**src/dtw_pkg.sv**
```systemverilog
package dtw_pkg;

  // default sizes of the wheel
  localparam int unsigned WHEEL_SLOTS_DEF  = 256;
  localparam int unsigned SLOT_WAITERS_DEF = 4;
  localparam int unsigned ID_LIMIT_DEF     = 64;

  // fixed field widths
  localparam int unsigned REQ_W    = 2;
  localparam int unsigned ID_W     = 6;
  localparam int unsigned TICKS_W  = 16;
  localparam int unsigned STATUS_W = 2;

  // id compare width, wide enough for the largest id limit
  localparam int unsigned ID_CMP_W = 9;

  // request types
  localparam logic [REQ_W-1:0] REQ_TICK  = 2'd0;
  localparam logic [REQ_W-1:0] REQ_DELAY = 2'd1;

  // reply status codes
  localparam logic [STATUS_W-1:0] ST_OK      = 2'd0;
  localparam logic [STATUS_W-1:0] ST_INVALID = 2'd1;
  localparam logic [STATUS_W-1:0] ST_FULL    = 2'd2;

  // memory strobes from the sequencer to the slot store
  typedef struct packed {
    logic cnt_re;
    logic cnt_we;
    logic id_re;
    logic id_we;
  } mem_cmd_t;

  // sequencer states
  typedef enum logic [7:0] {
    S_CLEAR = 8'b0000_0001,
    S_IDLE  = 8'b0000_0010,
    S_MOD   = 8'b0000_0100,
    S_CRD   = 8'b0000_1000,
    S_CCHK  = 8'b0001_0000,
    S_IRD   = 8'b0010_0000,
    S_IOUT  = 8'b0100_0000,
    S_REPLY = 8'b1000_0000
  } state_e;

endpackage

```
**src/dtw_mod.sv**
```systemverilog
module dtw_mod #(
  parameter int unsigned WHEEL_SLOTS = dtw_pkg::WHEEL_SLOTS_DEF
) (
  input  logic                            clk_i,
  input  logic                            rst_ni,
  input  logic                            start_i,
  input  logic [dtw_pkg::TICKS_W-1:0]     raw_i,
  output logic                            done_o,
  output logic [$clog2(WHEEL_SLOTS)-1:0]  rem_o
);

  localparam int unsigned SLOT_W  = $clog2(WHEEL_SLOTS);
  localparam int unsigned SHIFT   = dtw_pkg::TICKS_W + SLOT_W;
  localparam int unsigned RECIP_W = dtw_pkg::TICKS_W + 2;
  localparam int unsigned PROD_W  = dtw_pkg::TICKS_W + RECIP_W;
  localparam int unsigned QUO_W   = PROD_W - SHIFT;
  localparam int unsigned DW      = dtw_pkg::TICKS_W + 1;

  // rounded-up reciprocal, exact quotient for every dividend of the field width
  localparam longint unsigned RECIP =
    ((64'd1 << SHIFT) + 64'(WHEEL_SLOTS) - 64'd1) / 64'(WHEEL_SLOTS);
  localparam logic [PROD_W-1:0] RECIP_X = PROD_W'(RECIP);
  localparam logic [DW-1:0]     SLOTS_X = DW'(WHEEL_SLOTS);

  logic                        busy_q;
  logic                        done_q;
  logic [dtw_pkg::TICKS_W-1:0] raw_q;
  logic [PROD_W-1:0]           prod_q;
  logic [SLOT_W-1:0]           rem_q;
  logic [QUO_W-1:0]            quo;
  logic [DW-1:0]               back;
  logic [DW-1:0]               diff;

  // quotient, then dividend minus quotient times wheel size
  assign quo  = prod_q[PROD_W-1:SHIFT];
  assign back = DW'(quo) * SLOTS_X;
  assign diff = {1'b0, raw_q} - back;

  // step control: product stage, then remainder stage
  always_ff @(posedge clk_i or negedge rst_ni) begin
    if (!rst_ni) begin
      busy_q <= 1'b0;
      done_q <= 1'b0;
    end else begin
      busy_q <= start_i;
      done_q <= busy_q;
    end
  end

  // dividend, reciprocal product and remainder
  always_ff @(posedge clk_i) begin
    if (start_i) begin
      raw_q  <= raw_i;
      prod_q <= PROD_W'(raw_i) * RECIP_X;
    end
    if (busy_q) begin
      rem_q <= diff[SLOT_W-1:0];
    end
  end

  assign done_o = done_q;
  assign rem_o  = rem_q;

endmodule

```
**config.mk**
```make
export PLATFORM = sky130hd
export DESIGN_NAME = dtw_mod
export DESIGN_NICKNAME = d
export VERILOG_FILES = /design/src/dtw_pkg.sv /design/src/dtw_mod.sv
export SDC_FILE = /design/constraint.sdc
export NUM_CORES = 1
export LEC_CHECK = 0
export BUFFER_PORTS_ARGS = -buffer_cell sky130_fd_sc_hd__buf_2
export CAP_MARGIN = 20
export CORE_AREA = 10 10 48 50
export CTS_BUF_LIST = sky130_fd_sc_hd__clkbuf_16
export CTS_CLUSTER_DIAMETER = 200
export DETAILED_ROUTE_END_ITERATION = 10
export DIE_AREA = 0 0 58 60
export PLACE_DENSITY_LB_ADDON = 0.2
export SYNTH_ARGS = -nofsm -noshare
export SYNTH_HDL_FRONTEND = slang
export SYNTH_SLANG_ARGS = --single-unit
```
**constraint.sdc**
```tcl
create_clock -name clk_i -period 1.05 [get_ports clk_i]
set_input_delay 0 -clock clk_i [delete_from_list [all_inputs] [get_ports clk_i]]
set_output_delay 0 -clock clk_i [all_outputs]
set_load 0.02 [all_outputs]
```
Word level (Yosys, flattened, before mapping)
Cells that the tools add are included.
{"block": "op_classes", "add_sub_neg": 1, "multipliers": 0, "n_div": 0, "n_lt_le_gt_ge": 0, "n_eq_ne": 0, "n_shift": 0, "mux": 0, "bitwise_logic": 0, "n_reduce_logical": 0}
{"operator": "subtractor 8 x 1 -> 8 bit (second input constant)", "n": 1}
{"block": "word_totals", "register_bits": 18, "latchBits": 0, "mem_bits_rw": 0, "mem_bits_ro": 0, "in_bits": 19, "out_inout_bits": 9, "elab_cells": 5, "mem_count": 0}

Longest topological paths before layout
{"block": "depth", "depth_word": 1, "ltp_mapped": 0}

Least setup slack after synthesis
Ideal clock, no wire load.
{"block": "synth_path", "path_type": "register to register", "start": "register busy_q", "end": "register rem_q[0] (netlist: rem_o[0]), enable pin", "setup_time_ns": 0.330, "t_arrival_ns": 0.463, "required_ns": 0.720, "slack_ns": 0.257, "stages_incl_launch_ff": 1, "synth_period_minus_slack_ns": 0.793, "cell_sequence": "dfrtp_1"}
{"element": "start, declared", "line_no": "dtw_mod.sv:25", "text": "logic busy_q;"}
{"element": "start signal, assigned", "line_no": "dtw_mod.sv:45", "text": "busy_q <= start_i;"}
{"element": "end signal, assigned", "line_no": "dtw_mod.sv:57", "text": "rem_q <= diff[SLOT_W-1:0];"}
{"element": "end, declared", "line_no": "dtw_mod.sv:29", "text": "logic [SLOT_W-1:0] rem_q;"}
No word-level cell between the ends.

Final worst setup path
{"block": "layout_path", "start": "register busy_q", "end": "register rem_q[2] (netlist: rem_o[2]), enable pin"}
No word-level cell between the ends.

==> flow_results.xml <==
<?xml version="1.0" encoding="UTF-8"?>
<metrics>
  <group name="cts">
    <metric name="worstSkewPairLatency" unit="ps">240</metric>
    <metric name="htree_num_levels" unit="">1</metric>
    <metric name="cts_made_buffers" unit="">3</metric>
    <metric name="cts_root_buf" unit="">clkbuf_16</metric>
    <metric name="tritoncts" unit="">done</metric>
    <metric name="cts-root-to-sink-buffers" unit="">2</metric>
    <metric name="postCtsHoldBufs" unit="">10</metric>
    <metric name="clk_transition_reported_paths" unit="ps">50</metric>
    <metric name="cts.sinks" unit="">18</metric>
    <metric name="cts.repair.resized" unit="">0</metric>
    <metric name="post-cts-setup-buffers" unit="">0</metric>
  </group>
  <group name="sta">
    <metric name="finalWorstPathRequiredPeriod" unit="ps">877</metric>
    <metric name="rsz0062_at_grt" unit="">false</metric>
    <metric name="setup-tns-final" unit="ps">0</metric>
    <metric name="finalCritPeriodShare" unit="">0.835</metric>
    <metric name="setup_violating_endpoint_count_in_the_final_report" unit="">0</metric>
    <metric name="finalMaxSlewViolations" unit="">0</metric>
    <metric name="report.final.hold_viol_count" unit="">0</metric>
    <metric name="timing.max_slew.rel_slack" unit="">0.768</metric>
    <metric name="max_clk_rate" unit="MHz">1140</metric>
    <metric name="tightest_slew" unit="ps">347</metric>
    <metric name="finClkSkew" unit="ps">0.754</metric>
  </group>
  <group name="floorplan">
    <metric name="floorplan.initialDensity" unit="">0.369</metric>
    <metric name="pin_count" unit="">28</metric>
    <metric name="die_area" unit="um2">3480</metric>
    <metric name="standard_cell_rows" unit="">14</metric>
    <metric name="core_area" unit="um2">1440</metric>
    <metric name="die_width" unit="um">58</metric>
    <metric name="dieHeight" unit="um">60</metric>
  </group>
  <group name="critical_path">
    <metric name="timing.critical_path.to_type" unit="">flip-flop</metric>
    <metric name="crit_fanout" unit="">9</metric>
    <metric name="critPathArrivalTime" unit="ps">790</metric>
    <metric name="setup.worst_path.class" unit="">flip-flop to flip-flop</metric>
    <metric name="start_kind" unit="">flip-flop</metric>
    <metric name="worst_ep_required_time" unit="ps">960</metric>
  </group>
  <group name="run">
    <metric name="drv_cap" unit="">0</metric>
  </group>
  <group name="layout">
    <metric name="area_growth_syn_to_layout" unit="%">55.4</metric>
    <metric name="fraction_of_final_layout_cells_with_drive_strength_greater_than_1" unit="">0.431</metric>
    <metric name="n_multi_input_combinational_cell" unit="">0</metric>
    <metric name="seq_area" unit="um2">531</metric>
    <metric name="antenna_cells_inserted" unit="">0</metric>
    <metric name="utilization" unit="">0.574</metric>
    <metric name="leading_cell_types_in_the_layout_fill_and_taps_excluded" unit="">buf_2 (19), edfxtp_1 (16), dlygate4sd3_1 (10)</metric>
    <metric name="multi_input_comb_area" unit="um2">0</metric>
    <metric name="most_frequent_standard_cell_in_the_layout_excluding_fill_and_tap_cells" unit="">buf_2</metric>
    <metric name="nets" unit="">71</metric>
    <metric name="layout.filler_cells" unit="">114</metric>
  </group>
  <group name="synth">
    <metric name="sequential_cell_area_fraction_in_the_yosys_report" unit="">1.00</metric>
    <metric name="yosys.cell_types.count" unit="">2</metric>
    <metric name="yosysWarningCount" unit="">0</metric>
    <metric name="synth.ff_latch_count" unit="">18</metric>
    <metric name="syn_avg_cell_area" unit="um2">29.5</metric>
    <metric name="synth.net_count" unit="">37</metric>
    <metric name="netlist_instances" unit="">18</metric>
    <metric name="synth_area" unit="um2">531</metric>
  </group>
  <group name="grt">
    <metric name="grt_overflow" unit="">0</metric>
    <metric name="largest_net_degree_at_the_start_of_global_routing" unit="">11</metric>
    <metric name="grt_antenna_before_repair" unit="">0</metric>
    <metric name="grt_first_pass_wirelength" unit="mm">1.64</metric>
    <metric name="grt_pass1_vias" unit="">355</metric>
    <metric name="grt.total_usage" unit="">0.0629</metric>
  </group>
  <group name="hold_path">
    <metric name="min-delay-path-class" unit="">input pin to async pin</metric>
  </group>
  <group name="placement">
    <metric name="numPortBuffers" unit="">19</metric>
    <metric name="globalplace.congestion" unit="">0.630</metric>
  </group>
  <group name="outcome">
    <metric name="run_status" unit="">completed</metric>
  </group>
  <group name="pwr">
    <metric name="switching_power" unit="mW">0.324</metric>
    <metric name="pwr_density_cell" unit="nW/um2">2100</metric>
    <metric name="ir_worst_vdd" unit="mV">1.27</metric>
    <metric name="comb_power_share" unit="">0.072</metric>
    <metric name="relative_contribution_of_sequential_cells_to_total_power" unit="">0.501</metric>
    <metric name="intPower" unit="mW">1.41</metric>
    <metric name="p_sw_frac" unit="">0.187</metric>
    <metric name="power.leakage" unit="nW">0.335</metric>
    <metric name="pwr-share-clk" unit="">0.427</metric>
  </group>
  <group name="routing">
    <metric name="final_antenna_net_count" unit="">0</metric>
    <metric name="drt-wirelength-per-cell" unit="um">15.8</metric>
    <metric name="drt_first_pass_iters" unit="">2</metric>
    <metric name="via_per_inst" unit="">4.33</metric>
    <metric name="post-route-drc-count" unit="">0</metric>
    <metric name="final_wirelength" unit="mm">1.06</metric>
    <metric name="route.vias.total" unit="">290</metric>
    <metric name="initialDrtViolationCount" unit="">4</metric>
  </group>
</metrics>
==> metal layers <==
layer,vias to the layer above,wire length [um],part of all wire,GRT usage
met5,-,0,0,0
met4,0,21,0.020,0.0537
met3,2,106,0.10,0.0275
met2,14,530,0.50,0.104
met1,139,397,0.38,0.0583
li1,135,-,-,-
==> stage by stage <==
step	hold slack, ps	power [mW]	instance area [um2]	cells	setup slack, ps
floorplan	-296	0.919	531	18	257
CTS	64.2	1.75	825	67	148
detailed placement	-210	0.979	646	53	160
global placement	-215	0.971	646	53	210
global route	68.8	1.79	825	67	128
finish	70.1	1.73	825	67	173
==> path summary, 6_finish.rpt <==
check	startpoint	endpoint	slack, ps	cells past startpoint
worst min-delay path	rst_ni	done_o	70	2
worst min register to register	raw_q[1]	rem_o[1]	420	0
max in group asynchronous	rst_ni	busy_q	880	2
worst max-delay path	busy_q	rem_o[2]	170	0
worst max register to register	busy_q	rem_o[2]	170	0
min in group clk_i	raw_q[1]	rem_o[1]	420	0
==> logic make-up after synthesis <==
group | after synthesis | share of synthesized area
flip-flops | 18 | 1.00
==> final cells by class <==
type / count / area share
Clock inverter: 1 / 0.00455
Timing Repair Buffer: 29 / 0.237
Tap cell: 16 / 0.0243
Sequential cell: 18 / 0.643
Clock buffer: 3 / 0.0910
==> synth_stat cells <==
| cell | count | area share |
|---|---|---|
| edfxtp_1 | 16 | 0.91 |
| dfrtp_1 | 2 | 0.094 |
==> power by group through the flow <==
| stage | combinational (mW) | clock [mW] | sequential (mW) |
|---|---|---|---|
| after floorplan | 0 | 0 | 0.919 |
| after global placement | 0.0955 | 0 | 0.875 |
| after detailed placement | 0.0970 | 0 | 0.882 |
| after CTS | 0.126 | 0.756 | 0.870 |
| after global routing | 0.133 | 0.783 | 0.873 |
| final | 0.125 | 0.741 | 0.868 |
==> registers in the layout (all words and copies together) (netlist names) <==
| signal | count |
|---|---|
| busy_q | 1 |
| rem_o | 8 |
| done_o | 1 |
| raw_q | 8 |
No activity file was read; power rests on OpenSTA's default activity.
