`src/dtw_pkg.sv`:
```
package dtw_pkg;

  // default sizes of the wheel
  localparam int unsigned WHEEL_SLOTS_DEF  = 256;
  localparam int unsigned SLOT_WAITERS_DEF = 4;
  localparam int unsigned ID_LIMIT_DEF     = 64;

  // fixed field widths
  localparam int unsigned REQ_W    = 2;
  localparam int unsigned ID_W     = 6;
  localparam int unsigned TICKS_W  = 16;
  localparam int unsigned STATUS_W = 2;

  // id compare width, wide enough for the largest id limit
  localparam int unsigned ID_CMP_W = 9;

  // request types
  localparam logic [REQ_W-1:0] REQ_TICK  = 2'd0;
  localparam logic [REQ_W-1:0] REQ_DELAY = 2'd1;

  // reply status codes
  localparam logic [STATUS_W-1:0] ST_OK      = 2'd0;
  localparam logic [STATUS_W-1:0] ST_INVALID = 2'd1;
  localparam logic [STATUS_W-1:0] ST_FULL    = 2'd2;

  // memory strobes from the sequencer to the slot store
  typedef struct packed {
    logic cnt_re;
    logic cnt_we;
    logic id_re;
    logic id_we;
  } mem_cmd_t;

  // sequencer states
  typedef enum logic [7:0] {
    S_CLEAR = 8'b0000_0001,
    S_IDLE  = 8'b0000_0010,
    S_MOD   = 8'b0000_0100,
    S_CRD   = 8'b0000_1000,
    S_CCHK  = 8'b0001_0000,
    S_IRD   = 8'b0010_0000,
    S_IOUT  = 8'b0100_0000,
    S_REPLY = 8'b1000_0000
  } state_e;

endpackage

```
`src/dtw_ctrl.sv`:
```
module dtw_ctrl #(
  parameter int unsigned WHEEL_SLOTS  = dtw_pkg::WHEEL_SLOTS_DEF,
  parameter int unsigned SLOT_WAITERS = dtw_pkg::SLOT_WAITERS_DEF,
  parameter int unsigned ID_LIMIT     = dtw_pkg::ID_LIMIT_DEF
) (
  input  logic                                  clk_i,
  input  logic                                  rst_ni,
  // request channel
  input  logic                                  in_valid_i,
  output logic                                  in_stall_o,
  input  logic [dtw_pkg::REQ_W-1:0]             req_type_i,
  input  logic [dtw_pkg::ID_W-1:0]              client_id_i,
  input  logic signed [dtw_pkg::TICKS_W-1:0]    ticks_i,
  // result channel
  output logic                                  out_valid_o,
  input  logic                                  out_stall_i,
  output logic [dtw_pkg::ID_W-1:0]              reply_id_o,
  output logic [dtw_pkg::STATUS_W-1:0]          status_o,
  output logic                                  last_o,
  // modulo unit
  output logic                                  mod_start_o,
  output logic [dtw_pkg::TICKS_W-1:0]           mod_raw_o,
  input  logic                                  mod_done_i,
  input  logic [$clog2(WHEEL_SLOTS)-1:0]        mod_rem_i,
  // slot store
  output dtw_pkg::mem_cmd_t                     mem_cmd_o,
  output logic [$clog2(WHEEL_SLOTS)-1:0]        cnt_addr_o,
  output logic [$clog2(SLOT_WAITERS+1)-1:0]     cnt_wdata_o,
  input  logic [$clog2(SLOT_WAITERS+1)-1:0]     cnt_rdata_i,
  output logic [$clog2(WHEEL_SLOTS)
                + ((SLOT_WAITERS > 1) ? $clog2(SLOT_WAITERS) : 1) - 1:0] id_addr_o,
  output logic [dtw_pkg::ID_W-1:0]              id_wdata_o,
  input  logic [dtw_pkg::ID_W-1:0]              id_rdata_i
);

  localparam int unsigned SLOT_W = $clog2(WHEEL_SLOTS);
  localparam int unsigned CNT_W  = $clog2(SLOT_WAITERS + 1);
  localparam int unsigned IDX_W  = (SLOT_WAITERS > 1) ? $clog2(SLOT_WAITERS) : 1;

  dtw_pkg::state_e                state_q, state_d;
  logic [SLOT_W-1:0]              pos_q, pos_d;
  logic [SLOT_W-1:0]              slot_q, slot_d;
  logic [SLOT_W-1:0]              clr_q, clr_d;
  logic [CNT_W-1:0]               cnt_q, cnt_d;
  logic                           tick_q, tick_d;
  logic [dtw_pkg::ID_W-1:0]       req_id_q, req_id_d;
  logic [dtw_pkg::STATUS_W-1:0]   rep_status_q, rep_status_d;
  logic                           out_valid_q, out_valid_d;
  logic [dtw_pkg::ID_W-1:0]       out_id_q, out_id_d;
  logic [dtw_pkg::STATUS_W-1:0]   out_status_q, out_status_d;
  logic                           out_last_q, out_last_d;

  logic                           out_free;
  logic [SLOT_W-1:0]              pos_inc;
  logic [SLOT_W:0]                sum;
  logic [SLOT_W:0]                sum_wrap;
  logic [SLOT_W-1:0]              slot_sum;
  logic                           ticks_pos;
  logic                           id_bad;
  logic [CNT_W-1:0]               cnt_dec;

  // output register is free when empty or being taken this cycle
  assign out_free = !out_valid_q || !out_stall_i;

  // wheel position after a tick
  assign pos_inc = (pos_q == SLOT_W'(WHEEL_SLOTS - 1)) ? '0 : pos_q + 1'b1;

  // target slot: position plus reduced tick count, wrapped once
  assign sum      = {1'b0, pos_q} + {1'b0, mod_rem_i};
  assign sum_wrap = sum - (SLOT_W + 1)'(WHEEL_SLOTS);
  assign slot_sum = (sum >= (SLOT_W + 1)'(WHEEL_SLOTS)) ? sum_wrap[SLOT_W-1:0]
                                                       : sum[SLOT_W-1:0];

  assign ticks_pos = !ticks_i[dtw_pkg::TICKS_W-1] && (ticks_i != '0);
  assign id_bad    = (dtw_pkg::ID_CMP_W'(client_id_i) >= dtw_pkg::ID_CMP_W'(ID_LIMIT));
  assign cnt_dec   = cnt_q - 1'b1;

  // sequencer
  always_comb begin
    state_d      = state_q;
    pos_d        = pos_q;
    slot_d       = slot_q;
    clr_d        = clr_q;
    cnt_d        = cnt_q;
    tick_d       = tick_q;
    req_id_d     = req_id_q;
    rep_status_d = rep_status_q;
    out_valid_d  = out_valid_q && out_stall_i;
    out_id_d     = out_id_q;
    out_status_d = out_status_q;
    out_last_d   = out_last_q;
    mod_start_o  = 1'b0;
    mem_cmd_o    = '0;
    cnt_addr_o   = slot_q;
    cnt_wdata_o  = '0;
    id_addr_o    = {slot_q, IDX_W'(cnt_dec)};
    id_wdata_o   = req_id_q;

    unique case (state_q)
      dtw_pkg::S_CLEAR: begin
        mem_cmd_o.cnt_we = 1'b1;
        cnt_addr_o       = clr_q;
        clr_d            = clr_q + 1'b1;
        if (clr_q == SLOT_W'(WHEEL_SLOTS - 1)) begin
          state_d = dtw_pkg::S_IDLE;
        end
      end
      dtw_pkg::S_IDLE: begin
        if (in_valid_i) begin
          req_id_d = client_id_i;
          unique case (req_type_i)
            dtw_pkg::REQ_TICK: begin
              pos_d        = pos_inc;
              slot_d       = pos_inc;
              tick_d       = 1'b1;
              rep_status_d = dtw_pkg::ST_OK;
              state_d      = dtw_pkg::S_CRD;
            end
            dtw_pkg::REQ_DELAY: begin
              if (id_bad) begin
                rep_status_d = dtw_pkg::ST_INVALID;
                state_d      = dtw_pkg::S_REPLY;
              end else if (!ticks_pos) begin
                rep_status_d = dtw_pkg::ST_OK;
                state_d      = dtw_pkg::S_REPLY;
              end else begin
                mod_start_o = 1'b1;
                tick_d      = 1'b0;
                state_d     = dtw_pkg::S_MOD;
              end
            end
            default: begin
              rep_status_d = dtw_pkg::ST_INVALID;
              state_d      = dtw_pkg::S_REPLY;
            end
          endcase
        end
      end
      dtw_pkg::S_MOD: begin
        if (mod_done_i) begin
          slot_d  = slot_sum;
          state_d = dtw_pkg::S_CRD;
        end
      end
      dtw_pkg::S_CRD: begin
        mem_cmd_o.cnt_re = 1'b1;
        state_d          = dtw_pkg::S_CCHK;
      end
      dtw_pkg::S_CCHK: begin
        if (tick_q) begin
          // empty the slot, then release its waiters newest first
          mem_cmd_o.cnt_we = 1'b1;
          cnt_d            = cnt_rdata_i;
          state_d          = (cnt_rdata_i == '0) ? dtw_pkg::S_REPLY : dtw_pkg::S_IRD;
        end else if (cnt_rdata_i >= CNT_W'(SLOT_WAITERS)) begin
          rep_status_d = dtw_pkg::ST_FULL;
          state_d      = dtw_pkg::S_REPLY;
        end else begin
          // park the id behind the waiters already in the slot
          mem_cmd_o.id_we  = 1'b1;
          mem_cmd_o.cnt_we = 1'b1;
          id_addr_o        = {slot_q, IDX_W'(cnt_rdata_i)};
          cnt_wdata_o      = CNT_W'(cnt_rdata_i + 1'b1);
          state_d          = dtw_pkg::S_IDLE;
        end
      end
      dtw_pkg::S_IRD: begin
        mem_cmd_o.id_re = 1'b1;
        cnt_d           = cnt_dec;
        state_d         = dtw_pkg::S_IOUT;
      end
      dtw_pkg::S_IOUT: begin
        if (out_free) begin
          out_valid_d  = 1'b1;
          out_id_d     = id_rdata_i;
          out_status_d = dtw_pkg::ST_OK;
          out_last_d   = 1'b0;
          state_d      = (cnt_q == '0) ? dtw_pkg::S_REPLY : dtw_pkg::S_IRD;
        end
      end
      dtw_pkg::S_REPLY: begin
        if (out_free) begin
          out_valid_d  = 1'b1;
          out_id_d     = req_id_q;
          out_status_d = rep_status_q;
          out_last_d   = 1'b1;
          state_d      = dtw_pkg::S_IDLE;
        end
      end
      default: begin
        state_d = dtw_pkg::S_IDLE;
      end
    endcase
  end

  // control state
  always_ff @(posedge clk_i or negedge rst_ni) begin
    if (!rst_ni) begin
      state_q     <= dtw_pkg::S_CLEAR;
      pos_q       <= '0;
      clr_q       <= '0;
      out_valid_q <= 1'b0;
    end else begin
      state_q     <= state_d;
      pos_q       <= pos_d;
      clr_q       <= clr_d;
      out_valid_q <= out_valid_d;
    end
  end

  // per-request working registers and result payload
  always_ff @(posedge clk_i) begin
    slot_q       <= slot_d;
    cnt_q        <= cnt_d;
    tick_q       <= tick_d;
    req_id_q     <= req_id_d;
    rep_status_q <= rep_status_d;
    out_id_q     <= out_id_d;
    out_status_q <= out_status_d;
    out_last_q   <= out_last_d;
  end

  assign in_stall_o  = (state_q != dtw_pkg::S_IDLE);
  assign mod_raw_o   = ticks_i;
  assign out_valid_o = out_valid_q;
  assign reply_id_o  = out_id_q;
  assign status_o    = out_status_q;
  assign last_o      = out_last_q;

endmodule

```
`config.mk`:
```
export PLATFORM = sky130hd
export DESIGN_NAME = dtw_ctrl
export DESIGN_NICKNAME = d
export VERILOG_FILES = /design/src/dtw_pkg.sv /design/src/dtw_ctrl.sv
export SDC_FILE = /design/constraint.sdc
export NUM_CORES = 1
export LEC_CHECK = 0
export BUFFER_PORTS_ARGS = -buffer_cell sky130_fd_sc_hd__buf_2
export CAP_MARGIN = 0
export CORE_ASPECT_RATIO = 0.6
export CORE_UTILIZATION = 57
export CTS_BUF_LIST = sky130_fd_sc_hd__clkbuf_4
export DETAILED_ROUTE_END_ITERATION = 8
export PLACE_DENSITY = 0.95
export SYNTH_ARGS = -nofsm -noshare
export SYNTH_HDL_FRONTEND = slang
export SYNTH_SLANG_ARGS = --single-unit
```
`constraint.sdc`:
```
create_clock -name clk_i -period 4.92 [get_ports clk_i]
set_clock_uncertainty 0.1 [all_clocks]
set_input_delay 0.984 -clock clk_i [delete_from_list [all_inputs] [get_ports clk_i]]
set_output_delay 0.984 -clock clk_i [all_outputs]
set_load 0.02 [all_outputs]
```
# --- After elaboration in Yosys (flattened, before gate mapping) ---
# Cells that the tools add are included.
totals:
  word_cells: 124
  out_inout_bits: 59
  regBits: 54
  inputBits: 46
classes:
  n_reduce_logical: 24
  addsub: 6
  eq_ne: 23
  muxes: 57
  order_cmp: 2
op_table:
  columns: ["operator", "count"]
  rows:
  - ["$mux W8", 16]
  - ["$pmux W8 S8", 1]
  - ["$pmux W8 S2", 2]
  - ["$eq A8 B8 Y1 const B", 3]
  - ["$mux W2", 9]
  - ["$ne A2 B2 Y1 const B", 9]
  - ["$add A8 B1 Y8 const B", 2]
  - ["$reduce_bool A16 Y1", 1]
  - ["$mux W1", 15]
  - ["$mux W3", 4]
  - ["$mux W6", 2]
  - ["$pmux W2 S2", 3]
  - ["$pmux W6 S2", 1]
  - ["$reduce_and A5 Y1", 2]
  - ["$reduce_bool A2 Y1", 5]
  - ["$add A8 B8 Y9", 1]
  - ["$ge A9 B9 Y1 const B", 1]
  - ["$eq A8 B1 Y1 const B", 1]
  - ["$eq A8 B2 Y1 const B", 1]
  - ["$eq A8 B3 Y1 const B", 1]
  - ["$eq A8 B4 Y1 const B", 1]
  - ["$eq A8 B5 Y1 const B", 1]
  - ["$eq A8 B6 Y1 const B", 1]
  - ["$eq A8 B7 Y1 const B", 1]
  - ["19 further kinds", 28]

# --- Depth between registers and ports, before layout ---
logic_depth:
  depth_word: 6
  ltp_mapped: 8
  ltp_nobuf: 8

# --- Worst setup path after synthesis ---
# No wires, ideal clock.
synth_timing:
  path_type: "input port to output port"
  startpoint: "input cnt_rdata_i[2]"
  endpoint: "output id_addr_o[0] (netlist bit)"
  cell_stages: 3
  arrival_time_ns: 1.958
  required_time_ns: 3.836
  path_slack_ns: 1.878
  n_path_buf: 0
  cell_sequence: "or3_1 nor2_1 a21oi_1"
synth_lines:
  columns: ["element", "line", "text"]
  rows:
  - ["start, declared", "dtw_ctrl.sv:29", "input logic [$clog2(SLOT_WAITERS+1)-1:0] cnt_rdata_i,"]
  - ["end, declared", "dtw_ctrl.sv:31", "+ ((SLOT_WAITERS > 1) ? $clog2(SLOT_WAITERS) : 1) - 1:0] id_addr_o,"]

==> flow_summary_export.csv <==
group,metric,value,unit
run_status,status,"finished clean",
timing,rsz0062_at_grt,"no",
global_routing,grt_usage,27.0,%
layout,area_growth,16.5,%
place,dp_cells,462,
synthesis,ys_dominant_reg_cell,"edfxtp_1",
timing,period_share,71.3,%
clock_tree,cts_setup_buffers,0,
place,place_area,3670,um^2
worst_hold_path,hp-start,"clr_q[7]",
layout,drive_gt1_share,33.4,%
routing,wl_per_cell,16.6,um
flow_run,drv_cap,0,
layout,multi_input_area,1510,um^2
worst_hold_path,hold_path.class,"flop to flop",
clock_tree,worstSkewPairLatency,0.36,ns
layout,seq_area,1500,um^2
synthesis,ys_top_cells_by_area,"edfxtp_1 (27%), dfrtp_1 (19%), nand2_1 (5.3%)",
layout,fill_cells,400,
worst_setup_path,arrival,2.42,ns
worst_hold_path,min_path_cells,1,
layout,final_area,3740,um^2
timing,finalWorstSetupSlack,1.41,ns
worst_setup_path,criticalPathCategory,"flop to output port",
synthesis,syn-cell-area,3210,um^2
worst_hold_path,hold_end,"clr_q[7]",
synthesis,ys_types,56,
routing,drt_iter0_markers,189,
worst_setup_path,required,3.84,ns
timing,worstMarginPinSlew,0.870,ns
worst_setup_path,worstPathMaxFanout,7,
clock_tree,cts.sinks,54,
place,portBuffers,104,
synthesis,synth_edf_count,29,
worst_setup_path,r2r_cells,5,
synthesis,async_flop_share,46.3,%
clock_tree,hold_buffers,0,
clock_tree,clk_pin_slew,0.15,ns
synthesis,ys_warn_count,0,
routing,totalWireLength,7820,um
synthesis,synth_area_leader_cell,"edfxtp_1",
floorplanning,io_pins,105,
floorplanning,die_w,98.9,um
global_routing,antenna_found_initial,0,
timing,slew_viol_final,0,
place,place_hpwl,6020,um
power,powerDensity,357,nW/um^2
power,irDropWorstVdd,0.000188,V
worst_setup_path,rrSetupSlack,2.18,ns
routing,via_per_inst,5.81,
floorplanning,start_util,61.5,%
floorplanning,rows,20,
layout,diodes,0,
global_routing,grt_pass1_wl,12100,um
layout,postLayoutCoreUtil,71.6,%
clock_tree,root_buffer,"clkbuf_4",
layout,stdcell_count,470,
layout,final_nets,463,
routing,drc_errors,0,
synthesis,ys_seq_area_share,46.6,%
timing,slew_headroom,42.0,%
timing,post-route-min-period,3.51,ns
routing,ant_nets,0,
place,gp_congestion,0.913,
clock_tree,numCtsBuffers,5,
power,power_leakage,1.79,nW
timing,fmax,285,MHz
worst_setup_path,reg2reg_from,"state_q[6]",
worst_setup_path,crit_path_start_kind,"flop",
timing,hold_viol_final,0,
synthesis,syn_nets,374,
clock_tree,ctsResizeCount,0,
global_routing,first_global_vias,2509,
floorplanning,dieArea,5950,um^2
worst_setup_path,worstReg2RegEnd,"slot_q[6]",
routing,num_vias,2731,
floorplanning,die_h,60.2,um
synthesis,synth_top_area_share,27.1,%
clock_tree,cts_tree,"built",
timing,tns,0,ns
routing,drt_pass1_iterations,5,
clock_tree,ctsHtreeMaxLevel,2,
place,place_ws,1.73,ns
floorplanning,core_region_area,5230,um^2
worst_setup_path,endpoint_kind,"output port",
global_routing,grt_max_degree,26,
global_routing,grt_remaining_overflow,0,
synthesis,ys_ff_latch,54,
synthesis,synth.avg_cell_area,10.2,um^2
timing,setup_viol,0,
clock_tree,clock_path_buffers,2,
synthesis,syn_inst,314,
==> power breakdown <==
| group | switching [W] | internal (W) | leakage, nW | total, W |
|---|---|---|---|---|
| clock network | 0.000140 | 0.000106 | 0.0450 | 0.000246 |
| logic | 0.000286 | 0.000184 | 1.14 | 0.000470 |
| registers | 0.0000646 | 0.000556 | 0.603 | 0.000621 |
| total | 0.000491 | 0.000846 | 1.79 | 0.00134 |
==> cell families after synthesis <==
logic type	synth area share, %
AND/OR/NAND/NOR	22.7
flip-flops	46.6
AO/OA/AOI/OAI	8.76
buffers and inverters	6.58
XOR/XNOR	6.27
adder cells (fa/ha/maj)	5.68
multiplexers	3.46
==> worst max-delay path by stage <==
stage	startpoint	to	slack [ns]	cells after the start
2_1_floorplan	cnt_rdata_i[2]	id_addr_o[0]	1.88	3
3_3_place_gp	req_type_i[1]	mod_start_o	1.80	6
3_5_place_dp	req_type_i[1]	mod_start_o	1.73	6
4_1_cts	state_q[2]	id_addr_o[0]	1.45	6
5_1_grt	state_q[2]	cnt_wdata_o[1]	1.27	6
6_report	state_q[2]	id_addr_o[0]	1.41	6
==> sequential cells by signal (all words and copies together) (netlist names) <==
name	flops
clr_q	8
pos_q	8
slot_q	8
state_q	8
id_wdata_o	6
reply_id_o	6
cnt_q	3
rep_status_q	2
status_o	2
last_o	1
out_valid_o	1
tick_q	1
==> routing by layer <==
| metal | GRT usage [%] | wire length (um) |
|---|---|---|
| met4 | 6.82 | 127 |
| met3 | 6.20 | 710 |
| met5 | 0 | 0 |
| met1 | 36.0 | 3310 |
| met2 | 45.5 | 3680 |
==> cell usage after synthesis, drive strengths merged, types with 2 or more instances <==
| library cell | n |
|---|---|
| nand2 | 45 |
| edfxtp | 29 |
| dfrtp | 24 |
| nor2 | 24 |
| buf | 17 |
| inv | 16 |
| o21ai | 16 |
| xnor2 | 14 |
| ha | 13 |
| a21oi | 11 |
| nand3 | 11 |
| mux2 | 9 |
| xor2 | 9 |
| and2 | 7 |
| nor3 | 6 |
| clkbuf | 5 |
| nor2b | 5 |
| nor4 | 5 |
| nand4 | 4 |
| nand4b | 4 |
| nor3b | 4 |
| or3 | 4 |
| o22ai | 3 |
| o31ai | 3 |
| a21o | 2 |
| and3 | 2 |
| and4b | 2 |
| nand2b | 2 |
| nand3b | 2 |
| o31a | 2 |
==> layout make-up <==
class,count,share of cell area (%)
Timing Repair Buffer,104,13.9
Clock buffer,5,1.00
Tap cell,66,2.21
Multi-Input combinational cell,222,40.2
Sequential cell,54,40.0
Inverter,16,1.60
Clock inverter,3,1.07
==> critical path: stages (launching register included) <==
cell	delay, ns
dfrtp_1	0.53
nor4_4	0.37
nand4b_1	0.31
or3_1	0.48
nor2_1	0.17
a21oi_1	0.05
buf_2	0.16
==> through the flow <==
step / total power [W] / hold slack (ns)
floorplan: 0.000941 / 0.363
global placement: 0.00106 / 0.391
detailed placement: 0.00109 / 0.395
CTS: 0.00133 / 0.419
global route: 0.00140 / 0.436
finish: 0.00134 / 0.417
==> cells in the final DEF (no fill, tap or decap), types with 3 or more instances in the layout <==
master      n
nand3_1    11
nand4b_1    3
inv_1      15
mux2_2      8
nor2b_1     5
nor2_1     21
nor2_2      3
nor3_1      5
buf_2     104
nor4_1      3
xnor2_1    14
nand2_1    45
o22ai_1     3
dfrtp_1    24
xor2_1      9
edfxtp_1   29
o21ai_0    14
nor3b_1     3
ha_1       13
clkbuf_4    5
or3_1       4
a21oi_1    11
and2_1      7
nand4_1     3
o31ai_1     3
(Power assumes the default switching activity.)
